### config.mk
export PLATFORM = sky130hd
export DESIGN_NAME = nsac_ctrl
export DESIGN_NICKNAME = d
export VERILOG_FILES = /design/src/sv/nsac_pkg.sv /design/src/sv/nsac_alu.sv /design/src/sv/nsac_ctrl.sv
export SDC_FILE = /design/constraint.sdc
export NUM_CORES = 1
export LEC_CHECK = 0
export ABC_AREA = 1
export BUFFER_PORTS_ARGS = -buffer_cell sky130_fd_sc_hd__buf_2
export CAP_MARGIN = 25
export CORE_ASPECT_RATIO = 1.4
export CORE_MARGIN = 10
export CORE_UTILIZATION = 55
export CTS_CLUSTER_DIAMETER = 150
export DETAILED_ROUTE_END_ITERATION = 10
export PLACE_DENSITY = 0.9
export SLEW_MARGIN = 20
export SYNTH_ARGS = -nofsm -noshare
export SYNTH_HDL_FRONTEND = slang
export SYNTH_SLANG_ARGS = --single-unit
### constraint.sdc
create_clock -name clk -period 9.87 [get_ports clk]
set_input_delay 0.4935 -clock clk [delete_from_list [all_inputs] [get_ports clk]]
set_output_delay 0.4935 -clock clk [all_outputs]
set_load 0.1 [all_outputs]
### src/sv/nsac_pkg.sv
`timescale 1ns / 1ps

package nsac_pkg;

  // default sizes
  localparam int STORE_DEPTH_DEF = 131072;
  localparam int DIM_BITS_DEF    = 10;

  // fixed field widths
  localparam int LOAD_ADDR_W = 17;
  localparam int PIXEL_W     = 16;
  localparam int COLOR_W     = 16;
  localparam int BASE_W      = 17;
  localparam int STRIDE_W    = 11;
  localparam int IN_DATA_W   = ((LOAD_ADDR_W + PIXEL_W + 7) / 8) * 8;

  // configuration port
  localparam int CFG_IDX_W  = 4;
  localparam int CFG_DATA_W = 17;

  localparam logic [CFG_IDX_W-1:0] REG_SRC_BASE    = 4'd0;
  localparam logic [CFG_IDX_W-1:0] REG_LINE_STRIDE = 4'd1;
  localparam logic [CFG_IDX_W-1:0] REG_SRC_WIDTH   = 4'd2;
  localparam logic [CFG_IDX_W-1:0] REG_SRC_HEIGHT  = 4'd3;
  localparam logic [CFG_IDX_W-1:0] REG_DST_LEFT    = 4'd4;
  localparam logic [CFG_IDX_W-1:0] REG_DST_TOP     = 4'd5;
  localparam logic [CFG_IDX_W-1:0] REG_DST_WIDTH   = 4'd6;
  localparam logic [CFG_IDX_W-1:0] REG_DST_HEIGHT  = 4'd7;

  // item kinds carried on tuser
  localparam logic FUNC_LOAD   = 1'b0;
  localparam logic FUNC_RENDER = 1'b1;

  // ARGB1555 layout
  localparam int ALPHA_BIT = 15;
  localparam int RED_LSB   = 10;
  localparam int GREEN_LSB = 5;
  localparam int CH_W      = 5;

  typedef enum logic [2:0] {
    ST_IDLE,
    ST_ROW_ADD,
    ST_ROW_SUB,
    ST_ROW_STEP,
    ST_COL_ADD,
    ST_COL_SUB,
    ST_ADDR,
    ST_EMIT
  } state_t;

  // ARGB1555 to RGB565, green low bit repeats its msb, transparent gives zero
  function automatic logic [COLOR_W-1:0] to_rgb565(input logic [PIXEL_W-1:0] pix);
    logic [CH_W-1:0] r;
    logic [CH_W-1:0] g;
    logic [CH_W-1:0] b;
    r = pix[RED_LSB +: CH_W];
    g = pix[GREEN_LSB +: CH_W];
    b = pix[CH_W-1:0];
    if (pix[ALPHA_BIT]) begin
      return {r, g, g[CH_W-1], b};
    end
    return '0;
  endfunction

endpackage

### src/sv/nsac_alu.sv
`timescale 1ns / 1ps

module nsac_alu #(
  parameter int W = 17
) (
  input  logic [W-1:0] a,
  input  logic [W-1:0] b,
  input  logic         sub,
  output logic [W-1:0] result,
  output logic         pos
);

  logic [W-1:0] b_op;
  logic [W:0]   full;

  // shared add / subtract, pos flags a strictly greater than b on subtract
  assign b_op   = sub ? ~b : b;
  assign full   = {1'b0, a} + {1'b0, b_op} + (W+1)'(sub);
  assign result = full[W-1:0];
  assign pos    = sub & full[W] & (full[W-1:0] != '0);

endmodule

### src/sv/nsac_ctrl.sv
`timescale 1ns / 1ps

module nsac_ctrl #(
  parameter int DIM_BITS = nsac_pkg::DIM_BITS_DEF,
  parameter int ADDR_W   = 17,
  parameter int ALU_W    = 17
) (
  input  logic                              clk,
  input  logic                              rst,
  // item start
  input  logic                              start,
  input  logic                              func,
  output logic                              idle,
  // configuration
  input  logic [ADDR_W-1:0]                 src_base,
  input  logic [nsac_pkg::STRIDE_W-1:0]     line_stride,
  input  logic [DIM_BITS-1:0]               src_width,
  input  logic [DIM_BITS-1:0]               src_height,
  input  logic [DIM_BITS-1:0]               dst_left,
  input  logic [DIM_BITS-1:0]               dst_top,
  input  logic [DIM_BITS-1:0]               dst_width,
  input  logic [DIM_BITS-1:0]               dst_height,
  // source store read
  output logic                              rd_en,
  output logic [ADDR_W-1:0]                 rd_addr,
  input  logic [nsac_pkg::PIXEL_W-1:0]      rd_data,
  // result
  output logic                              out_valid,
  input  logic                              out_ready,
  output logic [DIM_BITS:0]                 screen_x,
  output logic [DIM_BITS:0]                 screen_y,
  output logic [nsac_pkg::COLOR_W-1:0]      color,
  output logic                              visible,
  output logic                              frame_end
);

  nsac_pkg::state_t state;
  nsac_pkg::state_t state_next;

  logic [DIM_BITS-1:0] col_count;
  logic [DIM_BITS-1:0] row_count;
  logic [DIM_BITS:0]   col_budget;
  logic [DIM_BITS:0]   row_budget;
  logic [DIM_BITS-1:0] src_col;
  logic [ADDR_W-1:0]   row_address;

  logic [ALU_W-1:0] alu_a;
  logic [ALU_W-1:0] alu_b;
  logic             alu_sub;
  logic [ALU_W-1:0] alu_result;
  logic             alu_pos;

  logic              render_go;
  logic              out_free;
  logic [DIM_BITS:0] col_inc;
  logic [DIM_BITS:0] row_inc;

  assign render_go = start && (func == nsac_pkg::FUNC_RENDER) &&
                     (dst_width != '0) && (dst_height != '0);
  assign out_free  = !out_valid || out_ready;
  assign idle      = (state == nsac_pkg::ST_IDLE);
  assign col_inc   = {1'b0, col_count} + (DIM_BITS+1)'(1);
  assign row_inc   = {1'b0, row_count} + (DIM_BITS+1)'(1);

  nsac_alu #(
    .W(ALU_W)
  ) u_alu (
    .a      (alu_a),
    .b      (alu_b),
    .sub    (alu_sub),
    .result (alu_result),
    .pos    (alu_pos)
  );

  // next state
  always_comb begin
    state_next = state;
    case (state)
      nsac_pkg::ST_IDLE: begin
        if (render_go) begin
          state_next = (col_count == '0) ? nsac_pkg::ST_ROW_ADD : nsac_pkg::ST_COL_ADD;
        end
      end
      nsac_pkg::ST_ROW_ADD:  state_next = nsac_pkg::ST_ROW_SUB;
      nsac_pkg::ST_ROW_SUB: begin
        state_next = alu_pos ? nsac_pkg::ST_ROW_STEP : nsac_pkg::ST_COL_ADD;
      end
      nsac_pkg::ST_ROW_STEP: state_next = nsac_pkg::ST_ROW_SUB;
      nsac_pkg::ST_COL_ADD:  state_next = nsac_pkg::ST_COL_SUB;
      nsac_pkg::ST_COL_SUB: begin
        state_next = alu_pos ? nsac_pkg::ST_COL_SUB : nsac_pkg::ST_ADDR;
      end
      nsac_pkg::ST_ADDR:     state_next = nsac_pkg::ST_EMIT;
      nsac_pkg::ST_EMIT: begin
        if (out_free) begin
          state_next = nsac_pkg::ST_IDLE;
        end
      end
      default:               state_next = nsac_pkg::ST_IDLE;
    endcase
  end

  // shared unit operands and store read
  always_comb begin
    alu_a   = '0;
    alu_b   = '0;
    alu_sub = 1'b0;
    rd_en   = 1'b0;
    case (state)
      nsac_pkg::ST_ROW_ADD: begin
        alu_a = ALU_W'(row_budget);
        alu_b = ALU_W'(src_height);
      end
      nsac_pkg::ST_ROW_SUB: begin
        alu_a   = ALU_W'(row_budget);
        alu_b   = ALU_W'(dst_height);
        alu_sub = 1'b1;
      end
      nsac_pkg::ST_ROW_STEP: begin
        alu_a = ALU_W'(row_address);
        alu_b = ALU_W'(line_stride);
      end
      nsac_pkg::ST_COL_ADD: begin
        alu_a = ALU_W'(col_budget);
        alu_b = ALU_W'(src_width);
      end
      nsac_pkg::ST_COL_SUB: begin
        alu_a   = ALU_W'(col_budget);
        alu_b   = ALU_W'(dst_width);
        alu_sub = 1'b1;
      end
      nsac_pkg::ST_ADDR: begin
        alu_a = ALU_W'(row_address);
        alu_b = ALU_W'(src_col);
        rd_en = 1'b1;
      end
      default: begin
        alu_sub = 1'b0;
      end
    endcase
  end

  assign rd_addr = alu_result[ADDR_W-1:0];

  // sequencer state
  always_ff @(posedge clk) begin
    if (rst) begin
      state <= nsac_pkg::ST_IDLE;
    end else begin
      state <= state_next;
    end
  end

  // position counters and accumulators
  always_ff @(posedge clk) begin
    if (rst) begin
      col_count   <= '0;
      row_count   <= '0;
      col_budget  <= '0;
      row_budget  <= '0;
      src_col     <= '0;
      row_address <= '0;
    end else begin
      case (state)
        nsac_pkg::ST_IDLE: begin
          if (render_go && col_count == '0) begin
            col_budget <= '0;
            src_col    <= '0;
            if (row_count == '0) begin
              row_address <= src_base;
              row_budget  <= '0;
            end
          end
        end
        nsac_pkg::ST_ROW_ADD: begin
          row_budget <= alu_result[DIM_BITS:0];
        end
        nsac_pkg::ST_ROW_SUB: begin
          if (alu_pos) begin
            row_budget <= alu_result[DIM_BITS:0];
          end
        end
        nsac_pkg::ST_ROW_STEP: begin
          row_address <= alu_result[ADDR_W-1:0];
        end
        nsac_pkg::ST_COL_ADD: begin
          col_budget <= alu_result[DIM_BITS:0];
        end
        nsac_pkg::ST_COL_SUB: begin
          if (alu_pos) begin
            col_budget <= alu_result[DIM_BITS:0];
            src_col    <= src_col + DIM_BITS'(1);
          end
        end
        nsac_pkg::ST_EMIT: begin
          if (out_free) begin
            if (col_inc >= {1'b0, dst_width}) begin
              col_count <= '0;
              if (row_inc >= {1'b0, dst_height}) begin
                row_count <= '0;
              end else begin
                row_count <= row_inc[DIM_BITS-1:0];
              end
            end else begin
              col_count <= col_inc[DIM_BITS-1:0];
            end
          end
        end
        default: begin
          col_count <= col_count;
        end
      endcase
    end
  end

  // output valid
  always_ff @(posedge clk) begin
    if (rst) begin
      out_valid <= 1'b0;
    end else if (state == nsac_pkg::ST_EMIT && out_free) begin
      out_valid <= 1'b1;
    end else if (out_ready) begin
      out_valid <= 1'b0;
    end
  end

  // output payload
  always_ff @(posedge clk) begin
    if (state == nsac_pkg::ST_EMIT && out_free) begin
      screen_x  <= {1'b0, dst_left} + {1'b0, col_count};
      screen_y  <= {1'b0, dst_top} + {1'b0, row_count};
      color     <= nsac_pkg::to_rgb565(rd_data);
      visible   <= rd_data[nsac_pkg::ALPHA_BIT];
      frame_end <= (col_inc >= {1'b0, dst_width}) && (row_inc >= {1'b0, dst_height});
    end
  end

endmodule
# ---- Yosys cells after proc, flatten, opt, wreduce, memory -nomap -nowiden
# Index checks and enable logic that the tools add are counted.
dict set report word_totals {
  input_bits 109
  ff_bits 113
}
dict set report op_classes {
  bitwise 3
  magnitude_cmp 2
  n_eq_ne 13
  n_addsub 7
  mux 30
  reduce_logical 31
}
# op count
set ops {}
lappend ops {{$pmux 11 s3} 2}
lappend ops {{$pmux 11 s6} 1}
lappend ops {{$mux 17} 3}
lappend ops {{$pmux 17 s3} 1}
lappend ops {{$mux 11} 4}
lappend ops {{$mux 10} 4}
lappend ops {{$pmux 17 s2} 1}
lappend ops {{$add 10x1->11 const B} 2}
lappend ops {{$add 10x10->11} 2}
lappend ops {{$ge 11x10->1} 2}
lappend ops {{$pmux 3 s7} 1}
lappend ops {{$logic_not 10->1} 2}
lappend ops {{$pmux 10 s2} 1}
lappend ops {{$reduce_bool 10->1} 2}
lappend ops {{$add 17x17->18} 1}
lappend ops {{$add 18x1->18} 1}
lappend ops {{$not 11->17} 1}
lappend ops {{$reduce_bool 17->1} 1}
lappend ops {{$mux 16} 1}
lappend ops {{$eq 3x3->1 const B} 4}
lappend ops {{$mux 3} 4}
lappend ops {{$reduce_and 3->1} 4}
lappend ops {{$add 10x1->10 const B} 1}
lappend ops {{$reduce_or 2->1} 5}
lappend ops {{other kinds (15)} 35}

# ---- Longest topological paths before layout
dict set report logic_depth {
  ltp_word 10
  ltp_mapped 30
  depth_no_buf 29
}

# ---- Hierarchy
# A second synthesis with hierarchy kept.
dict set report hier_totals {
  hier_cells 1338
  hier_area_um2 8794.7
}
# mod cells_each area_per_inst_um2 n_inst
set by_module_without_submodules {}
lappend by_module_without_submodules {nsac_ctrl 1092 7437.1 1}
lappend by_module_without_submodules {nsac_alu 246 1357.6 1}

# ---- Worst setup path before layout
# OpenSTA, ideal clock, no wires.
dict set report synth_path {
  kind {flip-flop to flip-flop}
  from {reg state[0]}
  to {reg row_budget[4]}
  required_ps 9801
  n_path_buf 1
  path_slack_ps 3429
  period_less_slack_ps 6441
  setup_time_ps 69
  arrival_ps 6371
  stages_incl_launch_ff 27
  path_cell_list {dfxtp_1 inv_2 nand2_4 nor2_1 inv_1 o221ai_1 xor2_1 inv_1 ha_1 a21oi_1 nor2_1 o21ai_0 nand3_1 nand2_1 nand2_1 xor2_1 nor2_1 nand2_1 nor2_1 nand4_2 nand2_2 nand2_2 nand2_2 inv_2 buf_6 nand3_1 a21oi_2}
}
dict set report synth_via {
  elab_chain_cells 10
  elab_cells_between_ends 28
  classes_between {add/sub: 2; eq/ne: 9; mux: 6; bitwise: 3; reduce/logical: 8}
}
# item line_no
set synth_lines {}
lappend synth_lines {{from (decl)} nsac_ctrl.sv:37} ;# nsac_pkg::state_t state;
lappend synth_lines {{from (signal assigned)} nsac_ctrl.sv:148} ;# state <= nsac_pkg::ST_IDLE;
lappend synth_lines {{from (signal assigned)} nsac_ctrl.sv:150} ;# state <= state_next;
lappend synth_lines {{$eq 3x3->1 (tied with other cells)} nsac_ctrl.sv:109} ;# case (state)
lappend synth_lines {{$pmux 11 s6 or $reduce_or 2->1 (tied branches)} --}
lappend synth_lines {{$not 11->17 or $mux 1 (tied branches)} {nsac_alu.sv:17, nsac_ctrl.sv:109}}
lappend synth_lines {{$mux 17} nsac_alu.sv:17} ;# assign b_op = sub ? ~b : b;
lappend synth_lines {{$add 17x17->18} nsac_alu.sv:18} ;# assign full = {1'b0, a} + {1'b0, b_op} + (W+1)'(sub);
lappend synth_lines {{$add 18x1->18 (*)} nsac_alu.sv:18}
lappend synth_lines {{via rd_addr[14]} nsac_ctrl.sv:25} ;# output logic [ADDR_W-1:0] rd_addr,
lappend synth_lines {{$reduce_bool 17->1 (*)} nsac_alu.sv:20} ;# assign pos = sub & full[W] & (full[W-1:0] != '0);
lappend synth_lines {{$and 1x1->1 (*)} nsac_alu.sv:20}
lappend synth_lines {{$ne 2x2->1 (no source line) (*)} --}
lappend synth_lines {{$reduce_and 4->1 (no source line) (*)} --}
lappend synth_lines {{to (signal assigned)} nsac_ctrl.sv:176} ;# row_budget <= alu_result[DIM_BITS:0];
lappend synth_lines {{to (signal assigned)} nsac_ctrl.sv:180} ;# row_budget <= alu_result[DIM_BITS:0];
lappend synth_lines {{to (decl)} nsac_ctrl.sv:43} ;# logic [DIM_BITS:0] row_budget;
# Mark *: on every way through the listed nets, which the timed path passes. The rest lies on a longest branch. The select of a mux whose other input is x is not followed.
# A chain may end at the register's enable or synchronous reset.

# ---- Final worst setup path
dict set report layout_path {
  from {reg state[2]}
  to {reg col_budget[5]}
}
dict set report layout_via {
  elab_chain_cells 10
  elab_cells_between_ends 27
  classes_between {add/sub: 2; eq/ne: 8; mux: 6; bitwise: 3; reduce/logical: 8}
}
# item line_no
set layout_lines {}
lappend layout_lines {{$eq 3x3->1 (tied with other cells)} nsac_ctrl.sv:109}
lappend layout_lines {{$pmux 11 s6 or $reduce_or 2->1 (tied branches)} --}
lappend layout_lines {{$not 11->17 or $mux 1 (tied branches)} {nsac_alu.sv:17, nsac_ctrl.sv:109}}
lappend layout_lines {{$mux 17} nsac_alu.sv:17}
lappend layout_lines {{$add 17x17->18} nsac_alu.sv:18}
lappend layout_lines {{$add 18x1->18} nsac_alu.sv:18}
lappend layout_lines {{$reduce_bool 17->1 or $and 1x1->1 (tied branches)} nsac_alu.sv:20}
lappend layout_lines {{$and 1x1->1} nsac_alu.sv:20}
lappend layout_lines {{$ne 2x2->1 (no source line)} --}
lappend layout_lines {{$reduce_and 3->1 (no source line)} --}
lappend layout_lines {{to (signal assigned)} nsac_ctrl.sv:187} ;# col_budget <= alu_result[DIM_BITS:0];
lappend layout_lines {{to (signal assigned)} nsac_ctrl.sv:191} ;# col_budget <= alu_result[DIM_BITS:0];
lappend layout_lines {{to (decl)} nsac_ctrl.sv:42} ;# logic [DIM_BITS:0] col_budget;
# Several ways; a longest one is shown, not always the timed one. The select of a mux whose other input is x is not followed.

==> flow_metrics.py <==
metrics = {
    "status": {
        "outcome": "complete, no violations",
    },
    "min_path": {
        "hold_path_end": "row_address[2]$_SDFFE_PP0P_",
        "hold_class": "in -> reg",
        "worstHoldStart": "src_base[2]",
        "min_path_cells": 3,
    },
    "placement": {
        "hpwl_um": 21600,
        "port_buffers": 168,
        "gp_congestion": 1.04,
    },
    "timing": {
        "report.final.hold_viol_count": 0,
        "skew_ps": 15.0,
        "slew_headroom_pct": 37.0,
        "setup_viol": 0,
        "drv_slew": 0,
        "period_share_pct": 56.7,
        "setup-tns-final_ps": 0,
        "rsz0062_at_grt": "false",
        "min_period_ps": 5590,
        "worst_pin_slew_ps": 944,
        "fmax_mhz": 179,
    },
    "cts": {
        "clk_pin_slew_ps": 90,
        "postCtsResizedCells": 0,
        "ctsRootBufferMaster": "clkbuf_16",
        "postCtsSetupBuffers": 0,
        "cts.sinks": 112,
        "numCtsBuffers": 9,
        "cts_tree": "done",
        "clk_latency_ps": 360,
        "cts_htree_levels": 3,
        "clk_path_buf_depth": 2,
        "ctsHoldBuffers": 0,
    },
    "final_layout": {
        "antennaDiodeCount": 0,
        "nets": 1379,
        "final_util_pct": 65.6,
        "final_common_cell": "nand2_1",
        "syn2layout_area_growth_pct": 15.7,
        "mostFrequentLayoutCells": "nand2_1, buf_2, inv_1",
        "drive_gt1_share_pct": 20.2,
    },
    "worst_setup_path": {
        "rrSetupSlack_ps": 4280,
        "cp_max_fo": 21,
        "rr_endpoint": "col_budget[5]$_SDFFE_PP0P_",
        "critPathRequiredTime_ps": 10150,
        "crit_start": "state[2]$_SDFFE_PP0P_",
        "crit_arrival_ps": 5870,
        "worstSetupPathType": "reg -> reg",
        "setup.worst_path.end_class": "flip-flop",
        "rr_startpoint": "state[2]$_SDFFE_PP0P_",
        "start_kind": "flip-flop",
        "reg2regPathDepth": 22,
    },
    "global_route": {
        "grt_pass1_vias": 8144,
        "grt.met3_usage_pct": 6.38,
        "grt.total_usage_pct": 26.3,
        "grt_first_pass_wirelength_um": 41500,
        "grt_antenna_before_repair": 0,
        "grt_overflow": 0,
        "busiest_layer": "met2",
        "grt_use_met2_pct": 47.2,
        "grt_use_met1_pct": 27.1,
        "grt_max_degree": 49,
    },
    "yosys": {
        "ys_seq_area_share_pct": 33.1,
        "synth_edf_count": 39,
        "synth_compound_area_share_pct": 16.3,
        "synth-xor-area-share_pct": 5.73,
        "syn_avg_cell_area_sq_um": 7.53,
        "synth_area_sq_um": 7960,
        "synthFlopType": "dfxtp_1",
        "syn_nets": 1230,
        "yosys_warnings": 0,
        "synth_adder_area_share_pct": 10.3,
        "ys_seq_elements": 112,
        "yosys.area_share.simple_pct": 25.1,
        "synthDistinctLibCells": 55,
        "netlist_instances": 1057,
        "synthArstFlopShare_pct": 0,
        "synthMuxAreaShare_pct": 0,
        "synth_top_family_by_area": "simple AND/OR/NAND/NOR gates",
    },
    "floorplanning": {
        "chipHeight_um": 162,
        "initial_core_util_pct": 56.7,
        "pin_count": 169,
        "die_w_um": 122,
        "rows": 51,
        "coreArea_sq_um": 14000,
        "dieArea_sq_um": 19700,
    },
    "pwr": {
        "power_density_nw_per_um2": 316,
        "p_leak_nw": 4.47,
        "peakVddDrop_v": 0.00115,
    },
    "detailed_routing": {
        "viasPerCell": 5.84,
        "wirelength_um": 26700,
        "drcViolationCount": 0,
        "initialDrtViolationCount": 722,
        "routed-via-count": 8159,
        "ant_nets": 0,
        "wl_per_cell_um": 19.1,
        "dr.pass1.iters": 5,
    },
    "job": {
        "drv_cap": 0,
    },
}
[registers in the layout, indices dropped and copies added, names as in the netlist]
register,cells
col_budget,11
col_count,10
color,15
frame_end,1
out_valid,1
row_address,17
row_budget,11
row_count,10
screen_x,11
screen_y,11
src_col,10
state,3
visible,1
[metrics by stage]
| step | instances | setup slack (ps) | instance area (sq um) | power (W) | hold WS (ps) |
|---|---|---|---|---|---|
| final | 1396 | 4280 | 9210 | 0.00291 | 388 |
| after floorplan | 1057 | 3430 | 7960 | 0.00212 | 444 |
| after detailed placement | 1380 | 4450 | 8880 | 0.00249 | 457 |
| after global routing | 1396 | 3770 | 9210 | 0.00306 | 398 |
| after CTS | 1396 | 4370 | 9210 | 0.00290 | 386 |
| after global placement | 1380 | 4500 | 8880 | 0.00248 | 456 |
[critical path, cell delays in order, from the launching register on]
cell      delay [ps]
dfxtp_1          940
nand3_1          650
nand2_1          780
nand2_1          100
o211ai_1         210
ha_1             400
a21oi_1          260
nand2_1          160
xor2_1           510
nor2_1            80
nand2_1           90
nor2_1            40
nand3_1           90
nor2_1            50
nand2_1           60
nor2_1            40
nand4_2          100
nand2_2          100
nand2_2          100
nand2_2          160
inv_2            280
nand3_2          110
a21oi_2          170
[Yosys cell counts (all sizes together), types with 6 or more instances]
master / instances / share of area, %
a21o: 7 / 0.66
a21oi: 100 / 7.0
a221oi: 14 / 1.5
a31oi: 6 / 0.47
buf: 15 / 1.5
clkbuf: 19 / 0.90
dfxtp: 73 / 18
edfxtp: 39 / 15
ha: 61 / 9.6
inv: 149 / 7.0
nand2: 232 / 12
nand3: 93 / 6.3
nand4: 16 / 1.3
nor2: 78 / 4.0
nor3: 7 / 0.44
nor4: 8 / 0.63
o211ai: 6 / 0.57
o21ai: 38 / 2.7
xnor2: 10 / 1.1
xor2: 39 / 4.6
[area by class of cell]
cell class                 count  area (sq um)
tap                          185           231
timing repair buffer         172           871
sequential                   112          2630
inverter                     150           563
clock buffer                   9           225
multi-input combinational    761          4580
clock inverter                 7           103
fill                        1233          4830
[power by group]
part / leakage [nW] / total, W / internal [W] / switching, W
sequential: 0.947 / 0.000591 / 0.000541 / 0.0000500
clock: 0.160 / 0.000407 / 0.000209 / 0.000199
combinational: 3.36 / 0.00191 / 0.000394 / 0.00152
total: 4.47 / 0.00291 / 0.00114 / 0.00177
[how the worst max path moves through the flow]
stage,to,slack (ps),cells past startpoint
2_1_floorplan,row_budget[4]$_SDFFE_PP0P_,3430,26
3_3_place_gp,col_budget[0]$_SDFFE_PP0P_,4500,24
3_5_place_dp,col_budget[5]$_SDFFE_PP0P_,4450,24
4_1_cts,col_budget[5]$_SDFFE_PP0P_,4370,24
5_1_grt,row_budget[2]$_SDFFE_PP0P_,3770,24
6_report,col_budget[5]$_SDFFE_PP0P_,4280,22
[kinds of logic after synthesis]
group	after synthesis
DFF	112
AOI/OAI and AO/OA	204
xor gates and xnor gates	49
buffers and inverters	184
adders and majority gates	64
and+or+nand+nor	444
[layer usage]
metal	part of all wire, %	vias up
met5	0	-
met4	5.7	0
met3	8.8	96
met2	50	434
met1	36	3770
li1	-	3859
Power figures use the tool's default switching activity.
